$ cat src/rtl/cmma_pkg.sv
`timescale 1ns / 1ps
// ----------------------------------------------------------------------------
// cmma_pkg: shared types and constants of the channel moving average unit
// Holds window and channel sizes, derived widths, request and result
// structs, operation codes and controller states.
// ----------------------------------------------------------------------------
package cmma_pkg;

  localparam int SAMPLES  = 16;
  localparam int CHANNELS = 2;

  localparam int SAMPLE_W   = 10;
  localparam int AVG_W      = 10;
  localparam int MIN_W      = 11;
  localparam int POS_W      = $clog2(SAMPLES);
  localparam int FILL_W     = $clog2(SAMPLES + 1);
  localparam int SUM_W      = $clog2(1023 * SAMPLES + 1);
  localparam int CH_W       = (CHANNELS > 1) ? $clog2(CHANNELS) : 1;
  localparam int RING_DEPTH = CHANNELS * SAMPLES;
  localparam int RING_AW    = $clog2(RING_DEPTH);

  localparam logic [MIN_W-1:0] NONE_MIN = MIN_W'(1024);

  localparam logic OP_SAMPLE = 1'b0;
  localparam logic OP_CLEAR  = 1'b1;

  typedef struct packed {
    logic                operation;
    logic                channel;
    logic [SAMPLE_W-1:0] sample;
  } req_t;

  typedef struct packed {
    logic [AVG_W-1:0] average;
    logic [MIN_W-1:0] minimum;
    logic [AVG_W-1:0] maximum;
    logic             window_full;
  } rsp_t;

  typedef enum logic [2:0] {
    ST_IDLE,
    ST_LOOKUP,
    ST_UPDATE,
    ST_DIVIDE,
    ST_FINISH
  } state_t;

endpackage

$ cat src/rtl/cmma_ram.sv
`timescale 1ns / 1ps
// ----------------------------------------------------------------------------
// cmma_ram: generic single-clock RAM
// One write port and one read port, read data registered.
// ----------------------------------------------------------------------------
module cmma_ram #(
  parameter int WIDTH = 10,
  parameter int DEPTH = 32
) (
  input  logic                     clk,
  input  logic                     we,
  input  logic [$clog2(DEPTH)-1:0] waddr,
  input  logic [WIDTH-1:0]         wdata,
  input  logic                     re,
  input  logic [$clog2(DEPTH)-1:0] raddr,
  output logic [WIDTH-1:0]         rdata
);

  logic [WIDTH-1:0] mem [DEPTH];

  always_ff @(posedge clk) begin
    if (we) begin
      mem[waddr] <= wdata;
    end
    if (re) begin
      rdata <= mem[raddr];
    end
  end

endmodule

$ cat src/rtl/cmma_div.sv
`timescale 1ns / 1ps
// ----------------------------------------------------------------------------
// cmma_div: bit-serial restoring divider
// Shifts the running sum out one bit per cycle against the fill count and
// builds the quotient one bit per cycle; pulses done with the result.
// ----------------------------------------------------------------------------
module cmma_div (
  input  logic                       clk,
  input  logic                       rst,
  input  logic                       start,
  input  logic [cmma_pkg::SUM_W-1:0]  dividend,
  input  logic [cmma_pkg::FILL_W-1:0] divisor,
  output logic                       done,
  output logic [cmma_pkg::AVG_W-1:0]  quotient
);
  import cmma_pkg::*;

  localparam int CNT_W = $clog2(SUM_W + 1);

  logic [SUM_W-1:0]  dvd;
  logic [SUM_W-1:0]  quo;
  logic [FILL_W-1:0] rem;
  logic [FILL_W-1:0] dsr;
  logic [CNT_W-1:0]  count;
  logic [FILL_W:0]   shifted;
  logic [FILL_W:0]   diff;
  logic              fits;

  assign shifted  = {rem, dvd[SUM_W-1]};
  assign diff     = shifted - {1'b0, dsr};
  assign fits     = shifted >= {1'b0, dsr};
  assign quotient = quo[AVG_W-1:0];

  always_ff @(posedge clk) begin
    if (rst) begin
      count <= '0;
      done  <= 1'b0;
    end else begin
      done <= (count == CNT_W'(1));
      if (start) begin
        count <= CNT_W'(SUM_W);
      end else if (count != '0) begin
        count <= count - CNT_W'(1);
      end
    end
  end

  always_ff @(posedge clk) begin
    if (start) begin
      dvd <= dividend;
      dsr <= divisor;
      rem <= '0;
      quo <= '0;
    end else if (count != '0) begin
      dvd <= {dvd[SUM_W-2:0], 1'b0};
      quo <= {quo[SUM_W-2:0], fits};
      rem <= fits ? diff[FILL_W-1:0] : shifted[FILL_W-1:0];
    end
  end

endmodule

$ cat src/rtl/channel_moving_average_minmax_unit.sv
`timescale 1ns / 1ps
// ----------------------------------------------------------------------------
// channel_moving_average_minmax_unit: per-channel moving average with min/max
// Keeps a ring of recent samples per channel, a running sum and fill count,
// and reports the floor average plus min/max once the window is full.
// ----------------------------------------------------------------------------
//
//   port group   direction  handshake            payload
//   ----------   ---------  -------------------  ---------------------------
//   request      in         in_valid / in_ready  in_req  (operation, channel,
//                                                         sample)
//   result       out        out_valid/out_ready  out_rsp (average, minimum,
//                                                         maximum, window_full)
//
// Steps: a sample request taken in the idle step goes through one ring
// read, one sum update and the bit-serial divider, which folds in the
// statistics as it finishes, then the result step loads the result. The
// next request is taken only once the controller is back in the idle step,
// so a request is not taken before the last one is through. A clear or an
// out-of-range channel goes straight to the result step.
// Reset (rst, synchronous, high) empties each window; statistics read as none.
// The result register parts the sides: a new request is taken while a result
// waits; a stalled result only holds the controller in its last step.
// ----------------------------------------------------------------------------
module channel_moving_average_minmax_unit (
  input  logic            clk,
  input  logic            rst,
  input  logic            in_valid,
  output logic            in_ready,
  input  cmma_pkg::req_t  in_req,
  output logic            out_valid,
  input  logic            out_ready,
  output cmma_pkg::rsp_t  out_rsp
);
  import cmma_pkg::*;

  // controller
  state_t state;
  state_t state_next;

  // captured request
  logic                req_op;
  logic [CH_W-1:0]     req_ch;
  logic [SAMPLE_W-1:0] req_sample;
  logic                req_ok;

  // per-channel window and statistics
  logic [POS_W-1:0]  write_position [CHANNELS];
  logic [FILL_W-1:0] fill_count     [CHANNELS];
  logic [SUM_W-1:0]  running_sum    [CHANNELS];
  logic [AVG_W-1:0]  last_average   [CHANNELS];
  logic [MIN_W-1:0]  min_average    [CHANNELS];
  logic [AVG_W-1:0]  max_average    [CHANNELS];

  // datapath signals
  logic                in_fire;
  logic                slot_free;
  logic                ram_re;
  logic                ram_we;
  logic                div_start;
  logic                div_done;
  logic                stats_we;
  logic                rsp_load;
  logic [RING_AW-1:0]  ring_addr;
  logic [SAMPLE_W-1:0] ring_old;
  logic                was_full;
  logic [SUM_W-1:0]  sum_next;
  logic [FILL_W-1:0] fill_next;
  logic [POS_W-1:0]  pos_next;
  logic [AVG_W-1:0]  quotient;
  logic              full_now;

  assign in_fire   = in_valid && in_ready;
  assign slot_free = !out_valid || out_ready;

  // Ring entry for this channel at its write position.
  assign ring_addr = RING_AW'(req_ch) * RING_AW'(SAMPLES)
                   + RING_AW'(write_position[req_ch]);

  // Once full, the oldest sample leaves the sum as the new one enters.
  assign was_full  = fill_count[req_ch] == FILL_W'(SAMPLES);
  assign sum_next  = was_full
                   ? running_sum[req_ch] - SUM_W'(ring_old) + SUM_W'(req_sample)
                   : running_sum[req_ch] + SUM_W'(req_sample);
  assign fill_next = was_full ? fill_count[req_ch] : fill_count[req_ch] + FILL_W'(1);
  assign pos_next  = (write_position[req_ch] == POS_W'(SAMPLES - 1))
                   ? '0 : write_position[req_ch] + POS_W'(1);
  assign full_now  = fill_count[req_ch] == FILL_W'(SAMPLES);

  cmma_ram #(
    .WIDTH (SAMPLE_W),
    .DEPTH (RING_DEPTH)
  ) u_ring (
    .clk   (clk),
    .we    (ram_we),
    .waddr (ring_addr),
    .wdata (req_sample),
    .re    (ram_re),
    .raddr (ring_addr),
    .rdata (ring_old)
  );

  cmma_div u_div (
    .clk      (clk),
    .rst      (rst),
    .start    (div_start),
    .dividend (sum_next),
    .divisor  (fill_next),
    .done     (div_done),
    .quotient (quotient)
  );

  // Next state.
  always_comb begin
    state_next = state;
    case (state)
      ST_IDLE: begin
        if (in_fire) begin
          if ((int'(in_req.channel) < CHANNELS) && (in_req.operation == OP_SAMPLE)) begin
            state_next = ST_LOOKUP;
          end else begin
            state_next = ST_FINISH;
          end
        end
      end
      ST_LOOKUP: state_next = ST_UPDATE;
      ST_UPDATE: state_next = ST_DIVIDE;
      ST_DIVIDE: begin
        if (div_done) begin
          state_next = ST_FINISH;
        end
      end
      ST_FINISH: begin
        if (slot_free) begin
          state_next = ST_IDLE;
        end
      end
      default: state_next = ST_IDLE;
    endcase
  end

  // Controller outputs.
  always_comb begin
    in_ready  = 1'b0;
    ram_re    = 1'b0;
    ram_we    = 1'b0;
    div_start = 1'b0;
    stats_we  = 1'b0;
    rsp_load  = 1'b0;
    case (state)
      ST_IDLE:   in_ready  = 1'b1;
      ST_LOOKUP: ram_re    = 1'b1;
      ST_UPDATE: begin
        ram_we    = 1'b1;
        div_start = 1'b1;
      end
      ST_DIVIDE: stats_we = div_done;
      ST_FINISH: rsp_load = slot_free;
      default: begin
        in_ready = 1'b0;
      end
    endcase
  end

  always_ff @(posedge clk) begin
    if (rst) begin
      state     <= ST_IDLE;
      out_valid <= 1'b0;
    end else begin
      state <= state_next;
      if (rsp_load) begin
        out_valid <= 1'b1;
      end else if (out_ready) begin
        out_valid <= 1'b0;
      end
    end
  end

  // Hold the request for the whole computation.
  always_ff @(posedge clk) begin
    if (in_fire) begin
      req_op     <= in_req.operation;
      req_ch     <= CH_W'(in_req.channel);
      req_sample <= in_req.sample;
      req_ok     <= int'(in_req.channel) < CHANNELS;
    end
  end

  // Result register: an out-of-range channel or a clear reports "none".
  always_ff @(posedge clk) begin
    if (rsp_load) begin
      if (!req_ok || (req_op == OP_CLEAR)) begin
        out_rsp.average     <= '0;
        out_rsp.minimum     <= NONE_MIN;
        out_rsp.maximum     <= '0;
        out_rsp.window_full <= 1'b0;
      end else begin
        out_rsp.average     <= last_average[req_ch];
        out_rsp.minimum     <= min_average[req_ch];
        out_rsp.maximum     <= max_average[req_ch];
        out_rsp.window_full <= full_now;
      end
    end
  end

  // Per-channel state: advance on a sample, fold in the new average, and
  // drop everything on a clear.
  always_ff @(posedge clk) begin
    if (rst) begin
      for (int c = 0; c < CHANNELS; c++) begin
        write_position[c] <= '0;
        fill_count[c]     <= '0;
        running_sum[c]    <= '0;
        last_average[c]   <= '0;
        min_average[c]    <= NONE_MIN;
        max_average[c]    <= '0;
      end
    end else begin
      if (ram_we) begin
        running_sum[req_ch]    <= sum_next;
        fill_count[req_ch]     <= fill_next;
        write_position[req_ch] <= pos_next;
      end
      if (stats_we) begin
        last_average[req_ch] <= quotient;
        if (full_now) begin
          if (quotient > max_average[req_ch]) begin
            max_average[req_ch] <= quotient;
          end
          if ({1'b0, quotient} < min_average[req_ch]) begin
            min_average[req_ch] <= {1'b0, quotient};
          end
        end
      end
      if ((state == ST_FINISH) && req_ok && (req_op == OP_CLEAR)) begin
        write_position[req_ch] <= '0;
        fill_count[req_ch]     <= '0;
        running_sum[req_ch]    <= '0;
        last_average[req_ch]   <= '0;
        min_average[req_ch]    <= NONE_MIN;
        max_average[req_ch]    <= '0;
      end
    end
  end

  // The divider only reports while the controller waits for it.
  a_div_done_in_divide: assert property (@(posedge clk) disable iff (rst)
    div_done |-> state == ST_DIVIDE)
    else $error("divider done outside divide step");

  // An accepted request leads straight to the ring read or the result step.
  a_accept_next: assert property (@(posedge clk) disable iff (rst)
    in_fire |=> (state == ST_LOOKUP) || (state == ST_FINISH))
    else $error("unexpected step after accepted request");

  // Before the window fills, the statistics read as none.
  a_none_until_full: assert property (@(posedge clk) disable iff (rst)
    out_valid && !out_rsp.window_full |->
      (out_rsp.minimum == NONE_MIN) && (out_rsp.maximum == '0))
    else $error("statistics set before window full");

  // With a full window the reported average lies between minimum and maximum.
  a_avg_bounded: assert property (@(posedge clk) disable iff (rst)
    out_valid && out_rsp.window_full |->
      ({1'b0, out_rsp.average} >= out_rsp.minimum) &&
      (out_rsp.average <= out_rsp.maximum))
    else $error("average outside min/max");

endmodule

$ cat config.mk
export PLATFORM = sky130hd
export DESIGN_NAME = channel_moving_average_minmax_unit
export DESIGN_NICKNAME = d
export VERILOG_FILES = /design/src/rtl/cmma_pkg.sv /design/src/rtl/cmma_ram.sv /design/src/rtl/cmma_div.sv /design/src/rtl/channel_moving_average_minmax_unit.sv
export SDC_FILE = /design/constraint.sdc
export NUM_CORES = 1
export LEC_CHECK = 0
export BUFFER_PORTS_ARGS = -buffer_cell sky130_fd_sc_hd__buf_2
export CORE_MARGIN = 4
export CORE_UTILIZATION = 55
export CTS_BUF_LIST = sky130_fd_sc_hd__clkbuf_4 sky130_fd_sc_hd__clkbuf_8 sky130_fd_sc_hd__clkbuf_16
export CTS_CLUSTER_SIZE = 20
export DETAILED_ROUTE_END_ITERATION = 10
export PLACE_DENSITY = 0.77
export SETUP_SLACK_MARGIN = 0.5
export SKIP_CTS_REPAIR_TIMING = 1
export SLEW_MARGIN = 10
export SYNTH_ARGS = -nofsm -noshare
export SYNTH_HDL_FRONTEND = slang
export SYNTH_HIERARCHICAL = 1
export SYNTH_SLANG_ARGS = --single-unit
$ cat constraint.sdc
create_clock -name clk -period 10.06 [get_ports clk]
set_input_delay 0 -clock clk [delete_from_list [all_inputs] [get_ports clk]]
set_output_delay 0 -clock clk [all_outputs]
set_load 0.005 [all_outputs]
# After elaboration in Yosys (flattened, before gate mapping)
# Memories as Yosys holds them, arrays and structs flattened. A register that Yosys moved wholly into a read port is not among the register bits.
# Index checks and enable logic that the tools add are counted.
[totals] in_bits=16 mem_count=7 ff_bits=77 mem_bits_rw=428 out_inout_bits=34 wordCells=136
[memory_table] name="u_ring.mem" words=32 word_bits=10 rd=1 rd_ports_with_merged_regs=1 write_ports=1 line="cmma_ram.sv:19" source="logic [WIDTH-1:0] mem [DEPTH];"
[memory_table] name="running_sum" words=2 word_bits=14 rd=1 rd_ports_with_merged_regs=1 write_ports=2 line="channel_moving_average_minmax_unit.sv:50" source="logic [SUM_W-1:0] running_sum [CHANNELS];"
[memory_table] name="min_average" words=2 word_bits=11 rd=1 rd_ports_with_merged_regs=1 write_ports=2 line="channel_moving_average_minmax_unit.sv:52" source="logic [MIN_W-1:0] min_average [CHANNELS];"
[memory_table] name="last_average" words=2 word_bits=10 rd=1 rd_ports_with_merged_regs=1 write_ports=2 line="channel_moving_average_minmax_unit.sv:51" source="logic [AVG_W-1:0] last_average [CHANNELS];"
[memory_table] name="max_average" words=2 word_bits=10 rd=1 rd_ports_with_merged_regs=1 write_ports=2 line="channel_moving_average_minmax_unit.sv:53" source="logic [AVG_W-1:0] max_average [CHANNELS];"
[memory_table] name="fill_count" words=2 word_bits=5 rd=1 rd_ports_with_merged_regs=1 write_ports=2 line="channel_moving_average_minmax_unit.sv:49" source="logic [FILL_W-1:0] fill_count [CHANNELS];"
[memory_table] name="+1 memories"
[op_classes] muxes=71 n_lt_le_gt_ge=3 n_eq_ne=10 n_bitwise=6 reduce_logical=16 addsub=8
[ops] operator="2-to-1 mux 14 bit" n=5
[ops] operator="2-to-1 mux 1 bit" n=46
[ops] operator="2-to-1 mux 10 bit" n=4
[ops] operator="adder 14 x 10 -> 14 bit" n=2
[ops] operator="2-to-1 mux 11 bit" n=2
[ops] operator="2-to-1 mux 4 bit" n=5
[ops] operator="2-to-1 mux 5 bit" n=4
[ops] operator="OR reduction 10 bit" n=2
[ops] operator="case mux 3 bit (5 select lines)" n=1
[ops] operator="OR reduction 14 bit" n=1
[ops] operator="subtractor 14 x 10 -> 14 bit" n=1
[ops] operator="2-to-1 mux 3 bit" n=4
[ops] operator="less-than comparator 10 x 11 -> 1 bit" n=1
[ops] operator="OR reduction 11 bit" n=1
[ops] operator="> comparator 10 bit" n=1
[ops] operator="== test 3 x 2 -> 1 bit (second input constant)" n=2
[ops] operator="greater-or-equal comparator 6 x 5 -> 1 bit" n=1
[ops] operator="OR 1 bit" n=6
[ops] operator="adder 5 x 1 -> 5 bit (second input constant)" n=1
[ops] operator="adder 5 x 4 -> 5 bit" n=1
[ops] operator="== test 5 bit (second input constant)" n=1
[ops] operator="OR reduction 5 bit" n=1
[ops] operator="subtractor 5 bit" n=1
[ops] operator="adder 4 x 1 -> 4 bit (second input constant)" n=1
[ops] operator="other kinds (16)" n=19

# Longest topological paths before layout
[depth] depth_word=9 mapped_depth=17 mapped_depth_nobuf=13

# By module
# Netlist, hierarchy kept.
[by_module_without_submodules] module="cmma_ram" n_inst=1 seq_area_each_um2=9909.5 area_per_inst_um2=13093.8 cells_each=733
[by_module_without_submodules] module="channel_moving_average_minmax_unit" n_inst=1 seq_area_each_um2=4664.5 area_per_inst_um2=8727.1 cells_each=760
[by_module_without_submodules] module="cmma_div" n_inst=1 seq_area_each_um2=970.9 area_per_inst_um2=1752.9 cells_each=159

# Worst setup path after synthesis
# OpenSTA, ideal clock, no wires.
[synth_timing] path_type="flip-flop to flip-flop" start="register with a tool-made name" end="register u_div.dvd[9], data pin" period_less_slack_ns=4.044 required_time_ns=9.800 n_path_buf=4 setup_slack_ns=6.016 arrival_ns=3.784 setup_time_ns=0.260 stages_incl_launch_ff=17 cell_sequence="dfxtp_1 -> buf_6 -> buf_8 -> buf_2 -> buf_2 -> mux2i_1 -> fa_1 -> inv_1 -> ha_1 -> a21oi_1 -> nor2_1 -> o211ai_1 -> a21oi_1 -> or4_1 -> o211ai_1 -> inv_1 -> mux2_2"
[synth_rtl] element="end signal, assigned" line="cmma_div.sv:50" source="dvd <= dividend;"
[synth_rtl] element="end signal, assigned" line="cmma_div.sv:55" source="dvd <= {dvd[SUM_W-2:0], 1'b0};"
[synth_rtl] element="end, declared" line="cmma_div.sv:20" source="logic [SUM_W-1:0] dvd;"

==> flow_summary_export.csv <==
group,metric,value,unit
run_status,status,"finished clean",
clocking,clk_pin_slew,0.07,ns
synthesis,async_flop_share,0,
placement,gp_congestion,0.828,
synthesis,synth_nets,1733,
placement,dp_worst_setup_slack,5.64,ns
clocking,cts-root-buf,"clkbuf_16",
timing,relSlewSlack,0.300,
critical_path,start_kind,"flop",
cells_and_area,multiInputGateArea,7170,sq um
timing,rsz0062_at_grt,"no",
global_route,antenna_found_initial,0,
routing,ant_nets,0,
routing,dr.pass1.iters,6,
critical_path,worst_ep_required_time,10.27,ns
die,core-area,42100,sq um
cells_and_area,post-route-util,0.617,
synthesis,syn_inst,1652,
cells_and_area,diodes,0,
synthesis,synth_edf_count,501,
routing,routed_via_density,5.97,
synthesis,syn-cell-area,23600,sq um
die,initial_utilization,0.559,
synthesis,synth_top_area_cell,"edfxtp_1",
cells_and_area,syn_to_final_growth,10.2,%
timing,timing.final.ws_setup,5.62,ns
clocking,clkSinkCount,526,
clocking,h-tree-depth,2,
worst_hold_path,hold_class,"input pin to flop",
clocking,numCtsBuffers,51,
worst_hold_path,holdCritStartpoint,"in_req[4]",
global_route,grt_pass1_vias,13800,
routing,drc,0,
synthesis,yosys_warnings,6,
timing,post-route-min-period,4.44,ns
pwr,powerDensity,225,nW/um^2
global_route,grt_pass1_wl,77000,um
die,rows,75,
die,io_pins,50,
synthesis,yosysTopAreaCellShare,0.638,
synthesis,ys_dominant_reg_cell,"edfxtp_1",
timing,worst_slew_pin_slew,1.05,ns
cells_and_area,drive_above_1_share,0.123,
synthesis,ys_ff_latch,526,
cells_and_area,regArea,15500,sq um
clocking,clock_latency,0.60,ns
critical_path,crit_type,"flop to flop",
synthesis,syn_avg_cell_area,14.3,sq um
cells_and_area,fin_nets,1798,
synthesis,synthTopCellsByArea,"edfxtp_1, mux2i_1, ha_1, nor2_1, dfxtp_1",
global_route,gr-total-overflow,0,
timing,fin_crit_sh,0.441,
routing,first_iter_violations,1344,
clocking,clockBufferDepth,3,
timing,finalMaxSlewViolations,0,
clocking,cts_tree,"done",
placement,dp_hpwl,30400,um
routing,avgRoutedWirePerCell,21.7,um
timing,fin_skew,0.0183,ns
timing,tns,0,ns
routing,vias,13700,
timing,fmax,225,MHz
die,die_w,215,um
placement,port_buffers,49,
timing,hold_viol,0,
synthesis,yosysSeqAreaShare,0.659,
run,max_cap_viol_count,0,
timing,setup_viol,0,
die,die_area,46200,sq um
global_route,grt_max_degree,68,
routing,routed_wirelength,49800,um
synthesis,yosysMostFrequentCell,"edfxtp_1",
pwr,vdd_ir_drop_max,0.166,mV
critical_path,crit_arrival,4.65,ns
die,die_h,215,um
global_route,grtUsageTotal,0.212,
pwr,p_leak,9.53,nW
synthesis,netlist_top_cells_count,"edfxtp_1, mux2i_1, nor2_1",
critical_path,crit_fanout,67,
cells_and_area,num-fill-cells,3051,
critical_path,cp-end-kind,"flop",
synthesis,synth_cell_types,72,
-- final cells by class --
type	count	share of cell area
well taps	539	0.0260
clock buffers	67	0.0561
multi-input cells	969	0.276
clock inverters	27	0.00925
flip-flops and latches	526	0.598
repair buffers	90	0.0228
inverters	79	0.0114
-- logic make-up after synthesis --
| logic type | Yosys count | synth area share |
|---|---|---|
| AND/OR/NAND/NOR | 418 | 0.0909 |
| AO/OA/AOI/OAI | 232 | 0.0658 |
| XOR/XNOR | 21 | 0.00780 |
| multiplexers | 233 | 0.100 |
| adder cells (fa/ha/maj) | 65 | 0.0383 |
| flip-flops | 526 | 0.659 |
| buffers and inverters | 157 | 0.0376 |
-- cell usage in the layout (no fill, tap or decap), types with 11 or more instances in the layout --
| master | Yosys | routed |
|---|---|---|
| dfxtp_1 | 25 | 24 |
| a31oi_1 | 16 | 16 |
| nand2_1 | 68 | 68 |
| inv_1 | 78 | 78 |
| xnor2_1 | 13 | 13 |
| buf_4 | 5 | 25 |
| nor2_1 | 141 | 139 |
| a21oi_1 | 65 | 65 |
| and2_1 | 43 | 43 |
| clkinv_2 | 0 | 11 |
| nor3_2 | 12 | 13 |
| nand4_1 | 19 | 19 |
| nor3_1 | 16 | 15 |
| clkinv_1 | 1 | 11 |
| buf_2 | 19 | 49 |
| a22oi_1 | 40 | 40 |
| mux2_2 | 18 | 17 |
| edfxtp_1 | 501 | 501 |
| and3_1 | 20 | 20 |
| ha_1 | 53 | 53 |
| o21ai_0 | 33 | 33 |
| fa_1 | 12 | 12 |
| nand3_1 | 39 | 39 |
| a22o_1 | 21 | 21 |
| clkbuf_16 | 0 | 53 |
| dlygate4sd3_1 | 0 | 16 |
| mux2i_1 | 213 | 213 |
-- worst max-delay path, stage by stage, from the launching register on --
cell	delay, ns
dfxtp_2	0.31
buf_4	0.65
mux2_8	0.74
buf_4	0.73
nand3b_1	0.60
nor2_1	0.92
-- metal layers --
metal  global-route usage  part of all wire  up-vias
li1                     -                 -     6327
met1                0.277              0.40     6779
met2                0.361              0.50      484
met3               0.0346             0.066      114
met4               0.0810             0.036        0
met5                    0                 0        -
-- report_power, final --
part	leakage (nW)	internal, mW	switching (mW)	total (mW)
clock	0.853	1.12	0.794	1.91
combinational	3.80	0.477	0.780	1.26
sequential	4.88	2.58	0.106	2.68
-- state kept, by name, indices dropped and copies added (netlist names), 3 cells and up, named ones only --
register and cells:
max_average 20, u_div/quo 10, u_div/count 4, u_ring/mem 320
req_sample 10, u_div/dsr 5, fill_count 10, last_average 20
min_average 22, write_position 8, u_div/rem 5, out_rsp 32
u_div/dvd 14, u_ring/rdata 10, running_sum 28, state 3
-- per-stage QoR --
stage | power [mW] | cell area, sq um | hold slack, ns | std cells
finish | 5.85 | 26000 | 0.113 | 2297
global route | 6.13 | 26000 | 0.106 | 2297
CTS | 5.88 | 25800 | -0.460 | 2281
detailed placement | 3.96 | 24100 | 0.178 | 2187
global placement | 3.92 | 24100 | 0.179 | 2187
floorplan | 3.65 | 23600 | 0.0691 | 1652
-- worst paths after layout --
| check | endpoint | slack [ns] | cells after the start |
|---|---|---|---|
| max reg2reg | u_ring/mem[9][3] | 5.62 | 5 |
| max | u_ring/mem[9][3] | 5.62 | 5 |
| min | req_sample[4] | 0.11 | 2 |
| min reg2reg | u_div/rem[2] | 0.52 | 2 |
(Power assumes the default switching activity.)
